## src/hw/rtl/g2l_pkg.sv

```systemverilog
// Package for the Gregorian to lunar date converter: widths, the year ROM
// contents and the days-before-month table. No dependencies.
package g2l_pkg;

    localparam int TableYears = 199;
    localparam int FirstYear  = 1901;
    localparam int MonthSteps = 12;

    typedef logic [23:0] year_word_t;

    typedef struct packed {
        logic [11:0] year;
        logic [3:0]  month;
        logic [4:0]  day;
    } greg_t;

    typedef struct packed {
        logic [3:0] lunar_month;
        logic [4:0] lunar_day;
        logic       leap_flag;
        logic [8:0] day_in_lunar_year;
        logic [3:0] stem_index;
        logic [3:0] branch_index;
        logic       range_error;
    } lunar_t;

    function automatic year_word_t year_word(input logic [7:0] idx);
        year_word_t w;
        begin
            w = 24'h0;
            unique case (idx)
                8'd0: w = 24'h04AE53; 8'd1: w = 24'h0A5748; 8'd2: w = 24'h5526BD;
                8'd3: w = 24'h0D2650; 8'd4: w = 24'h0D9544; 8'd5: w = 24'h46AAB9;
                8'd6: w = 24'h056A4D; 8'd7: w = 24'h09AD42; 8'd8: w = 24'h24AEB6;
                8'd9: w = 24'h04AE4A; 8'd10: w = 24'h6A4DBE; 8'd11: w = 24'h0A4D52;
                8'd12: w = 24'h0D2546; 8'd13: w = 24'h5D52BA; 8'd14: w = 24'h0B544E;
                8'd15: w = 24'h0D6A43; 8'd16: w = 24'h296D37; 8'd17: w = 24'h095B4B;
                8'd18: w = 24'h749BC1; 8'd19: w = 24'h049754; 8'd20: w = 24'h0A4B48;
                8'd21: w = 24'h5B25BC; 8'd22: w = 24'h06A550; 8'd23: w = 24'h06D445;
                8'd24: w = 24'h4ADAB8; 8'd25: w = 24'h02B64D; 8'd26: w = 24'h095742;
                8'd27: w = 24'h2497B7; 8'd28: w = 24'h04974A; 8'd29: w = 24'h664B3E;
                8'd30: w = 24'h0D4A51; 8'd31: w = 24'h0EA546; 8'd32: w = 24'h56D4BA;
                8'd33: w = 24'h05AD4E; 8'd34: w = 24'h02B644; 8'd35: w = 24'h393738;
                8'd36: w = 24'h092E4B; 8'd37: w = 24'h7C96BF; 8'd38: w = 24'h0C9553;
                8'd39: w = 24'h0D4A48; 8'd40: w = 24'h6DA53B; 8'd41: w = 24'h0B554F;
                8'd42: w = 24'h056A45; 8'd43: w = 24'h4AADB9; 8'd44: w = 24'h025D4D;
                8'd45: w = 24'h092D42; 8'd46: w = 24'h2C95B6; 8'd47: w = 24'h0A954A;
                8'd48: w = 24'h7B4ABD; 8'd49: w = 24'h06CA51; 8'd50: w = 24'h0B5546;
                8'd51: w = 24'h555ABB; 8'd52: w = 24'h04DA4E; 8'd53: w = 24'h0A5B43;
                8'd54: w = 24'h352BB8; 8'd55: w = 24'h052B4C; 8'd56: w = 24'h8A953F;
                8'd57: w = 24'h0E9552; 8'd58: w = 24'h06AA48; 8'd59: w = 24'h7AD53C;
                8'd60: w = 24'h0AB54F; 8'd61: w = 24'h04B645; 8'd62: w = 24'h4A5739;
                8'd63: w = 24'h0A574D; 8'd64: w = 24'h052642; 8'd65: w = 24'h3E9335;
                8'd66: w = 24'h0D9549; 8'd67: w = 24'h75AABE; 8'd68: w = 24'h056A51;
                8'd69: w = 24'h096D46; 8'd70: w = 24'h54AEBB; 8'd71: w = 24'h04AD4F;
                8'd72: w = 24'h0A4D43; 8'd73: w = 24'h4D26B7; 8'd74: w = 24'h0D254B;
                8'd75: w = 24'h8D52BF; 8'd76: w = 24'h0B5452; 8'd77: w = 24'h0B6A47;
                8'd78: w = 24'h696D3C; 8'd79: w = 24'h095B50; 8'd80: w = 24'h049B45;
                8'd81: w = 24'h4A4BB9; 8'd82: w = 24'h0A4B4D; 8'd83: w = 24'hAB25C2;
                8'd84: w = 24'h06A554; 8'd85: w = 24'h06D449; 8'd86: w = 24'h6ADA3D;
                8'd87: w = 24'h0AB651; 8'd88: w = 24'h093746; 8'd89: w = 24'h5497BB;
                8'd90: w = 24'h04974F; 8'd91: w = 24'h064B44; 8'd92: w = 24'h36A537;
                8'd93: w = 24'h0EA54A; 8'd94: w = 24'h86B2BF; 8'd95: w = 24'h05AC53;
                8'd96: w = 24'h0AB647; 8'd97: w = 24'h5936BC; 8'd98: w = 24'h092E50;
                8'd99: w = 24'h0C9645; 8'd100: w = 24'h4D4AB8; 8'd101: w = 24'h0D4A4C;
                8'd102: w = 24'h0DA541; 8'd103: w = 24'h25AAB6; 8'd104: w = 24'h056A49;
                8'd105: w = 24'h7AADBD; 8'd106: w = 24'h025D52; 8'd107: w = 24'h092D47;
                8'd108: w = 24'h5C95BA; 8'd109: w = 24'h0A954E; 8'd110: w = 24'h0B4A43;
                8'd111: w = 24'h4B5537; 8'd112: w = 24'h0AD54A; 8'd113: w = 24'h955ABF;
                8'd114: w = 24'h04BA53; 8'd115: w = 24'h0A5B48; 8'd116: w = 24'h652BBC;
                8'd117: w = 24'h052B50; 8'd118: w = 24'h0A9345; 8'd119: w = 24'h474AB9;
                8'd120: w = 24'h06AA4C; 8'd121: w = 24'h0AD541; 8'd122: w = 24'h24DAB6;
                8'd123: w = 24'h04B64A; 8'd124: w = 24'h69573D; 8'd125: w = 24'h0A4E51;
                8'd126: w = 24'h0D2646; 8'd127: w = 24'h5E933A; 8'd128: w = 24'h0D534D;
                8'd129: w = 24'h05AA43; 8'd130: w = 24'h36B537; 8'd131: w = 24'h096D4B;
                8'd132: w = 24'hB4AEBF; 8'd133: w = 24'h04AD53; 8'd134: w = 24'h0A4D48;
                8'd135: w = 24'h6D25BC; 8'd136: w = 24'h0D254F; 8'd137: w = 24'h0D5244;
                8'd138: w = 24'h5DAA38; 8'd139: w = 24'h0B5A4C; 8'd140: w = 24'h056D41;
                8'd141: w = 24'h24ADB6; 8'd142: w = 24'h049B4A; 8'd143: w = 24'h7A4BBE;
                8'd144: w = 24'h0A4B51; 8'd145: w = 24'h0AA546; 8'd146: w = 24'h5B52BA;
                8'd147: w = 24'h06D24E; 8'd148: w = 24'h0ADA42; 8'd149: w = 24'h355B37;
                8'd150: w = 24'h09374B; 8'd151: w = 24'h8497C1; 8'd152: w = 24'h049753;
                8'd153: w = 24'h064B48; 8'd154: w = 24'h66A53C; 8'd155: w = 24'h0EA54F;
                8'd156: w = 24'h06B244; 8'd157: w = 24'h4AB638; 8'd158: w = 24'h0AAE4C;
                8'd159: w = 24'h092E42; 8'd160: w = 24'h3C9735; 8'd161: w = 24'h0C9649;
                8'd162: w = 24'h7D4ABD; 8'd163: w = 24'h0D4A51; 8'd164: w = 24'h0DA545;
                8'd165: w = 24'h55AABA; 8'd166: w = 24'h056A4E; 8'd167: w = 24'h0A6D43;
                8'd168: w = 24'h452EB7; 8'd169: w = 24'h052D4B; 8'd170: w = 24'h8A95BF;
                8'd171: w = 24'h0A9553; 8'd172: w = 24'h0B4A47; 8'd173: w = 24'h6B553B;
                8'd174: w = 24'h0AD54F; 8'd175: w = 24'h055A45; 8'd176: w = 24'h4A5D38;
                8'd177: w = 24'h0A5B4C; 8'd178: w = 24'h052B42; 8'd179: w = 24'h3A93B6;
                8'd180: w = 24'h069349; 8'd181: w = 24'h7729BD; 8'd182: w = 24'h06AA51;
                8'd183: w = 24'h0AD546; 8'd184: w = 24'h54DABA; 8'd185: w = 24'h04B64E;
                8'd186: w = 24'h0A5743; 8'd187: w = 24'h452738; 8'd188: w = 24'h0D264A;
                8'd189: w = 24'h8E933E; 8'd190: w = 24'h0D5252; 8'd191: w = 24'h0DAA47;
                8'd192: w = 24'h66B53B; 8'd193: w = 24'h056D4F; 8'd194: w = 24'h04AE45;
                8'd195: w = 24'h4A4EB9; 8'd196: w = 24'h0A4D4C; 8'd197: w = 24'h0D1541;
                8'd198: w = 24'h2D92B5;
                default: w = 24'h0;
            endcase
            return w;
        end
    endfunction

    function automatic logic [8:0] days_before(input logic [3:0] mo);
        logic [8:0] r;
        begin
            unique case (mo)
                4'd1: r = 9'd0;    4'd2: r = 9'd31;   4'd3: r = 9'd59;
                4'd4: r = 9'd90;   4'd5: r = 9'd120;  4'd6: r = 9'd151;
                4'd7: r = 9'd181;  4'd8: r = 9'd212;  4'd9: r = 9'd243;
                4'd10: r = 9'd273; 4'd11: r = 9'd304; 4'd12: r = 9'd334;
                default: r = 9'd0;
            endcase
            return r;
        end
    endfunction

    // size of one lunar year: 12 or 13 months of 29 or 30 days
    function automatic logic [8:0] lunar_year_len(input year_word_t w);
        logic [3:0] ones;
        logic [8:0] r;
        begin
            ones = 4'd0;
            for (int i = 0; i < 12; i++) begin
                ones = ones + {3'd0, w[19 - i]};
            end
            if (w[23:20] != 4'd0) begin
                r = 9'd377 + {5'd0, ones} + {8'd0, w[7]};
            end else begin
                r = 9'd348 + {5'd0, ones};
            end
            return r;
        end
    endfunction

endpackage

```

## src/hw/rtl/g2l_month_step.sv

```systemverilog
// One pipeline stage of the lunar month walk: subtract one month if the day
// offset reaches past it. Depends on g2l_pkg.
module g2l_month_step (
    input  logic                clk,
    input  logic                rst_n,
    input  logic                advance,
    input  logic                in_valid,
    input  g2l_pkg::year_word_t in_word,
    input  logic [8:0]          in_pos,
    input  logic [3:0]          in_m,
    input  logic [3:0]          in_lumon,
    input  logic                in_leap,
    input  logic                in_err,
    input  logic [8:0]          in_doy,
    input  logic [3:0]          in_stem,
    input  logic [3:0]          in_branch,
    output logic                out_valid,
    output g2l_pkg::year_word_t out_word,
    output logic [8:0]          out_pos,
    output logic [3:0]          out_m,
    output logic [3:0]          out_lumon,
    output logic                out_leap,
    output logic                out_err,
    output logic [8:0]          out_doy,
    output logic [3:0]          out_stem,
    output logic [3:0]          out_branch
);

    logic [8:0]  len;
    logic [3:0]  nmonths;
    logic        take;
    logic [19:0] mask;
    logic [3:0]  lumon_next;
    logic        leap_next;

    always_comb
    begin
        mask = 20'h80000 >> (in_m - 4'd1);
        len = ((in_word[19:0] & mask) != 20'd0) ? 9'd30 : 9'd29;
        nmonths = (in_word[23:20] != 4'd0) ? 4'd13 : 4'd12;
        take = (in_pos >= len) && (in_m < nmonths);
        lumon_next = in_lumon;
        leap_next  = in_leap;
        if (take)
        begin
            if (in_lumon == in_word[23:20])
            begin
                leap_next = !in_leap;
                if (in_leap)
                begin
                    lumon_next = in_lumon + 4'd1;
                end
            end
            else
            begin
                lumon_next = in_lumon + 4'd1;
            end
        end
    end

    always_ff @(posedge clk or negedge rst_n)
    begin
        if (!rst_n)
        begin
            out_valid <= 1'b0;
        end
        else if (advance)
        begin
            out_valid <= in_valid;
        end
    end

    always_ff @(posedge clk)
    begin
        if (advance)
        begin
            out_word   <= in_word;
            out_err    <= in_err;
            out_doy    <= in_doy;
            out_stem   <= in_stem;
            out_branch <= in_branch;
            out_pos    <= take ? in_pos - len : in_pos;
            out_m      <= take ? in_m + 4'd1 : in_m;
            out_lumon  <= lumon_next;
            out_leap   <= leap_next;
        end
    end

endmodule

```

## config.mk

```make
export PLATFORM = sky130hd
export DESIGN_NAME = g2l_month_step
export DESIGN_NICKNAME = d
export VERILOG_FILES = /design/src/hw/rtl/g2l_pkg.sv /design/src/hw/rtl/g2l_month_step.sv
export SDC_FILE = /design/constraint.sdc
export NUM_CORES = 1
export LEC_CHECK = 0
export BUFFER_PORTS_ARGS = -buffer_cell sky130_fd_sc_hd__clkbuf_2
export CAP_MARGIN = 20
export CORE_ASPECT_RATIO = 2
export CORE_MARGIN = 2
export CORE_UTILIZATION = 31
export CTS_CLUSTER_SIZE = 20
export DETAILED_ROUTE_END_ITERATION = 10
export PLACE_DENSITY = 0.62
export REMOVE_ABC_BUFFERS = 1
export SLEW_MARGIN = 0
export SYNTH_ARGS = -nofsm -noshare
export SYNTH_HDL_FRONTEND = slang
export SYNTH_SLANG_ARGS = --single-unit
```

## constraint.sdc

```tcl
create_clock -name clk -period 1.8 [get_ports clk]
set_input_delay 0.09 -clock clk [delete_from_list [all_inputs] [get_ports clk]]
set_output_delay 0.09 -clock clk [all_outputs]
set_load 0.05 [all_outputs]
```

* Yosys cells after proc, flatten, opt, wreduce, memory -nomap -nowiden
Cells that the tools add are included.
** Word-level totals
- Output and inout port bits :: 61
- Memories :: 0
- Flip-flop bits (word level) :: 61
- ROM bits :: 0
- Latch bits :: 0
- Bits of input ports :: 64
- Memory bits (writable) :: 0
** Operators by class
- Shifts and indexed selects :: 1
- $mul :: 0
- Mux-type cells :: 9
- Magnitude comparators :: 2
- Div/mod/pow operators :: 0
- Equality and inequality tests :: 1
- Add/subtract/negate cells :: 4
- Reduce and logical (&&, ||, !) cells :: 4
- Bitwise logic cells :: 1
** Operator list (count)
- $and 20x20->20 :: 1
- $reduce_bool 20->1 :: 1
- $shr 20x4->20 const A :: 1
- $mux 4 :: 4
- $ge 9x5->1 :: 1
- $mux 9 :: 1
- $sub 9x5->9 :: 1
- $add 4x1->4 const B :: 2
- $eq 4x4->1 :: 1
- $lt 4x4->1 :: 1
- $reduce_bool 4->1 :: 1
- $sub 4x1->4 const B :: 1
- $mux 1 :: 3
- $mux 2 :: 1
- $logic_and 1x1->1 :: 1
- $logic_not 1->1 :: 1

* Logic depth before layout (Yosys ltp)
- Word-level depth :: 8
- Mapped depth :: 14
- Mapped depth without buffers :: 13

* Worst setup path before layout
Ideal clock, no wire load.
- Path type :: input -> register
- Start :: input port in_m[0]
- End :: register out_lumon[1] (data pin)
- Path slack :: -1.124 ns
- Path buffers :: 0
- Data required time :: 1.540 ns
- Setup time :: 0.260 ns
- Data arrival time :: 2.664 ns
- Stages on the path :: 10
- Path through :: inv_1 -> ha_1 -> a222oi_1 -> mux2i_1 -> o311ai_0 -> ha_1 -> o2111a_1 -> o21ai_4 -> nor2_2 -> mux2_4
** Between the ends
- Word-level cells in the longest chain between the ends :: 8
- Elaborated cells between the ends (all ways) :: 9
** RTL lines
- start, declared :: line g2l_month_step.sv:10 : input logic [3:0] in_m,
- $sub 4x1->4 :: line g2l_month_step.sv:38 : mask = 20'h80000 >> (in_m - 4'd1);
- $shr 20x4->20 :: line g2l_month_step.sv:38
- $and 20x20->20 :: line g2l_month_step.sv:39 : len = ((in_word[19:0] & mask) != 20'd0) ? 9'd30 : 9'd29;
- $reduce_bool 20->1 :: line g2l_month_step.sv:39
- $mux 2 :: line g2l_month_step.sv:39
- $ge 9x5->1 :: line g2l_month_step.sv:41 : take = (in_pos >= len) && (in_m < nmonths);
- $logic_and 1x1->1 (*) :: line g2l_month_step.sv:41
- $mux 4 (*) :: line g2l_month_step.sv:44 : if (take)
- named net lumon_next[1] :: line g2l_month_step.sv:33 : logic [3:0] lumon_next;
- end signal, assigned :: line g2l_month_step.sv:84 : out_lumon <= lumon_next;
- end, declared :: line g2l_month_step.sv:21 : output logic [3:0] out_lumon,
Mark *: on every way through the listed nets, which the timed path passes. The rest lies on a longest branch.
A chain may end at the register's enable or synchronous reset.

* Worst setup path in the final report
- Start :: input port in_m[1]
- End :: register out_lumon[1] (data pin)
Same word-level chain as after synthesis.

==> out/qor.txt <==
full die area -> 8909 µm²
endpoints failing setup -> 18
CP Max Fanout -> 4
antenna violations before repair -> 0
Reg clk slew, reported paths -> 0.05 ns
routed len/inst -> 15.81 µm
I/O pin total -> 125
top_reg_cell synth -> edfxtp_1
Synth Cell Area -> 2520 µm²
clock buffer depth -> 2
cts bufs inserted -> 9
Synth area leaders -> edfxtp_1, ha_1, xor2_1
area delta synth->final -> 74.78%
post-synthesis sequential area ratio -> 72.49%
critical-path cell list -> clkbuf_8 > buf_6 > ha_4 > a222oi_1 > a221oi_1 > a21o_1 > o311ai_2 > buf_4 > ha_4 > o2111a_2 > o21ai_4 > nor2_4 > mux2_4
Slew Viols, Final -> 0
Peak VDD IR -> 493.8 µV
Mean Syn Cell Area -> 16.91 µm²
Post-synth EDFFs -> 60
vias in the first global route -> 2,250
Die W -> 67.75 µm
clk_lat worst skew -> 0.32 ns
minimum clock period -> 2.544 ns
power density cells -> 1027 nW/µm²
post-synth cell types -> 37
unrepaired setup endpoints after global routing -> yes
Core Box Area -> 7885 µm²
final core occ -> 55.86%
Slew @ Worst Pin -> 0.4780 ns
Crit-path slowest cell -> a222oi_1
H-tree Lvls -> 3
f_max -> 393.1 MHz
count of final hold-check violations -> 0
NumNets Final -> 432
dominant cell type by area after synthesis -> edfxtp_1
Setup WS post-layout -> -0.7439 ns
crit path capture type -> flip-flop
crit-path max cell delay -> 0.47 ns
total track usage -> 17.32%
status -> finished with violations
largest net degree at the start of global routing -> 21
First-pass DRT Iterations -> 4
slew margin rel. -> 68.13%
initial core utilization -> 31.96%
#FFs+latches synth -> 61
routed wire length -> 7.257 mm
die height -> 131.5 µm
Worst Skew -> 0 ns
antenna-violating nets left -> 0
RePlAce Congestion -> 0.7590
drt initial violations -> 109
via count -> 2,108
CTS Sinks -> 61
DP HPWL -> 5.233 mm
DR DRC count -> 0
Critical Path Start Type -> primary input
finished layout cell area -> 4404 µm²
Root Buffer -> clkbuf_16
Cells after Synth -> 149
GRT Residual Overflow -> 0
worst setup path category -> primary input to flip-flop
CP most frequent cell -> ha_4
CP required -> 1.87 ns
number of port buffers -> 124
arrival time worst endpoint -> 2.61 ns
number of vias per cell -> 4.593
first-pass GRT wire length -> 11.05 mm
Post-DP Area -> 3507 µm²
failing checks -> negative setup slack
HP Class -> primary input to flip-flop
Tcrit/Tclk final -> 141.3%
synth warn -> 0
# Max-Cap Violations -> 0
top cell type's share of synthesized area -> 71.50%
# rows -> 46
CTS tree -> done
n_diodes -> 0
P_leak -> 0.001922 µW
layout cells sized above 1 -> 55.37%
Post-synth ARST share -> 1.639%
==> cell families (layout without fill, tap and decap cells) <==
group | after synthesis | in the layout | synth area share (%)
fa+ha+maj | 10 | 10 | 5.263
simple gates | 31 | 31 | 6.157
buf+inv | 6 | 219 | 1.192
compound gates | 18 | 19 | 6.406
mux | 4 | 4 | 1.887
xor+xnor | 19 | 19 | 6.604
flops | 61 | 61 | 72.49
==> registers in the layout (all words and copies together) (netlist names) <==
signal	cells
out_err	1
out_stem	4
out_lumon	4
out_branch	4
out_leap	1
out_pos	9
out_m	4
out_doy	9
out_word	24
out_valid	1
==> metal layers <==
metal,vias up,track usage (%),wire length [µm],share of wire (%)
met5,-,0,0,0
met4,0,10.20,262,3.6
met3,17,3.082,356,4.9
met2,86,33.33,4331,60
met1,1010,15.14,2307,32
li1,995,-,-,-
==> Yosys cell counts (2+ instances only) <==
master / n
nand2_1: 9
nor2_1: 4
inv_1: 5
nor4_1: 2
nand3_1: 3
nor2b_1: 3
a222oi_1: 4
xor2_1: 11
ha_1: 9
nor3_1: 4
xnor2_1: 8
o21ai_0: 2
mux2_2: 2
edfxtp_1: 60
==> report_power, final <==
part           total (µW)  switching (µW)  internal [µW]  leakage [µW]
sequential           1760            37.0           1720      0.000599
combinational        1120             745            379       0.00118
clock                1640             579           1060      0.000139
==> critical path: cells and delay by family <==
kind | cells | cell delay (ns)
compound gates | 6 | 1.40
fa+ha+maj | 2 | 0.35
simple gates | 1 | 0.06
buf+inv | 3 | 0.42
mux | 1 | 0.29
==> placed cells by master, fill, tap and decap left out, types with 3 or more instances in the layout <==
cell	Yosys	routed
xnor2_1	8	8
edfxtp_1	60	60
ha_1	9	4
clkbuf_2	0	122
xor2_1	11	10
nor3_2	0	4
buf_6	1	4
dlygate4sd3_1	0	38
inv_1	5	3
buf_4	0	30
nor2b_1	3	3
clkbuf_16	0	9
nand2_1	9	7
a222oi_1	4	4
clkinv_2	0	3
ha_4	0	5
nor2_1	4	4
==> what timing repair did <==
action,in CTS,in global routing
pin swaps,11,3
setup endpoints to repair,18,18
setup buffers,5,1
endpoints found under the hold margin,38,0
hold buffers,38,0
resized for setup,35,0
gates cloned,1,0
==> stage by stage <==
| stage | std cells | setup TNS, ns | hold WS (ns) | setup WS [ns] | power, µW |
|---|---|---|---|---|---|
| 2_1_floorplan | 148 | -17.29 | -0.2056 | -1.124 | 2411 |
| 3_3_place_gp | 399 | -20.69 | -0.1333 | -1.239 | 2758 |
| 3_5_place_dp | 399 | -21.72 | -0.1327 | -1.307 | 2776 |
| 4_1_cts | 458 | -11.59 | 0.009483 | -0.7276 | 4545 |
| 5_1_grt | 459 | -14.30 | 0.02183 | -0.8755 | 4690 |
| 6_report | 459 | -11.89 | 0.01904 | -0.7439 | 4523 |
==> path summary, 6_finish.rpt <==
kind                              from  slack [ns]      endpoint  cells after the start
setup / recovery               in_m[1]       -0.74  out_lumon[1]                     13
hold / removal             in_word[22]        0.02  out_word[22]                      1
setup reg to reg             out_valid        1.05     out_valid                      1
hold reg to reg              out_valid        0.52     out_valid                      1
max in group asynchronous        rst_n        1.65     out_valid                      2
min in group asynchronous        rst_n        0.06     out_valid                      2
==> final cells by class <==
| class | instances | area, µm² |
|---|---|---|
| clock buffer | 11 | 232.7 |
| clock inverter | 5 | 52.55 |
| fill | 674 | 3481 |
| inverter | 5 | 22.52 |
| multi-input combinational | 83 | 820.8 |
| sequential | 61 | 1827 |
| tap | 96 | 120.1 |
| timing repair buffer | 198 | 1329 |
Power figures use the tool's default switching activity.
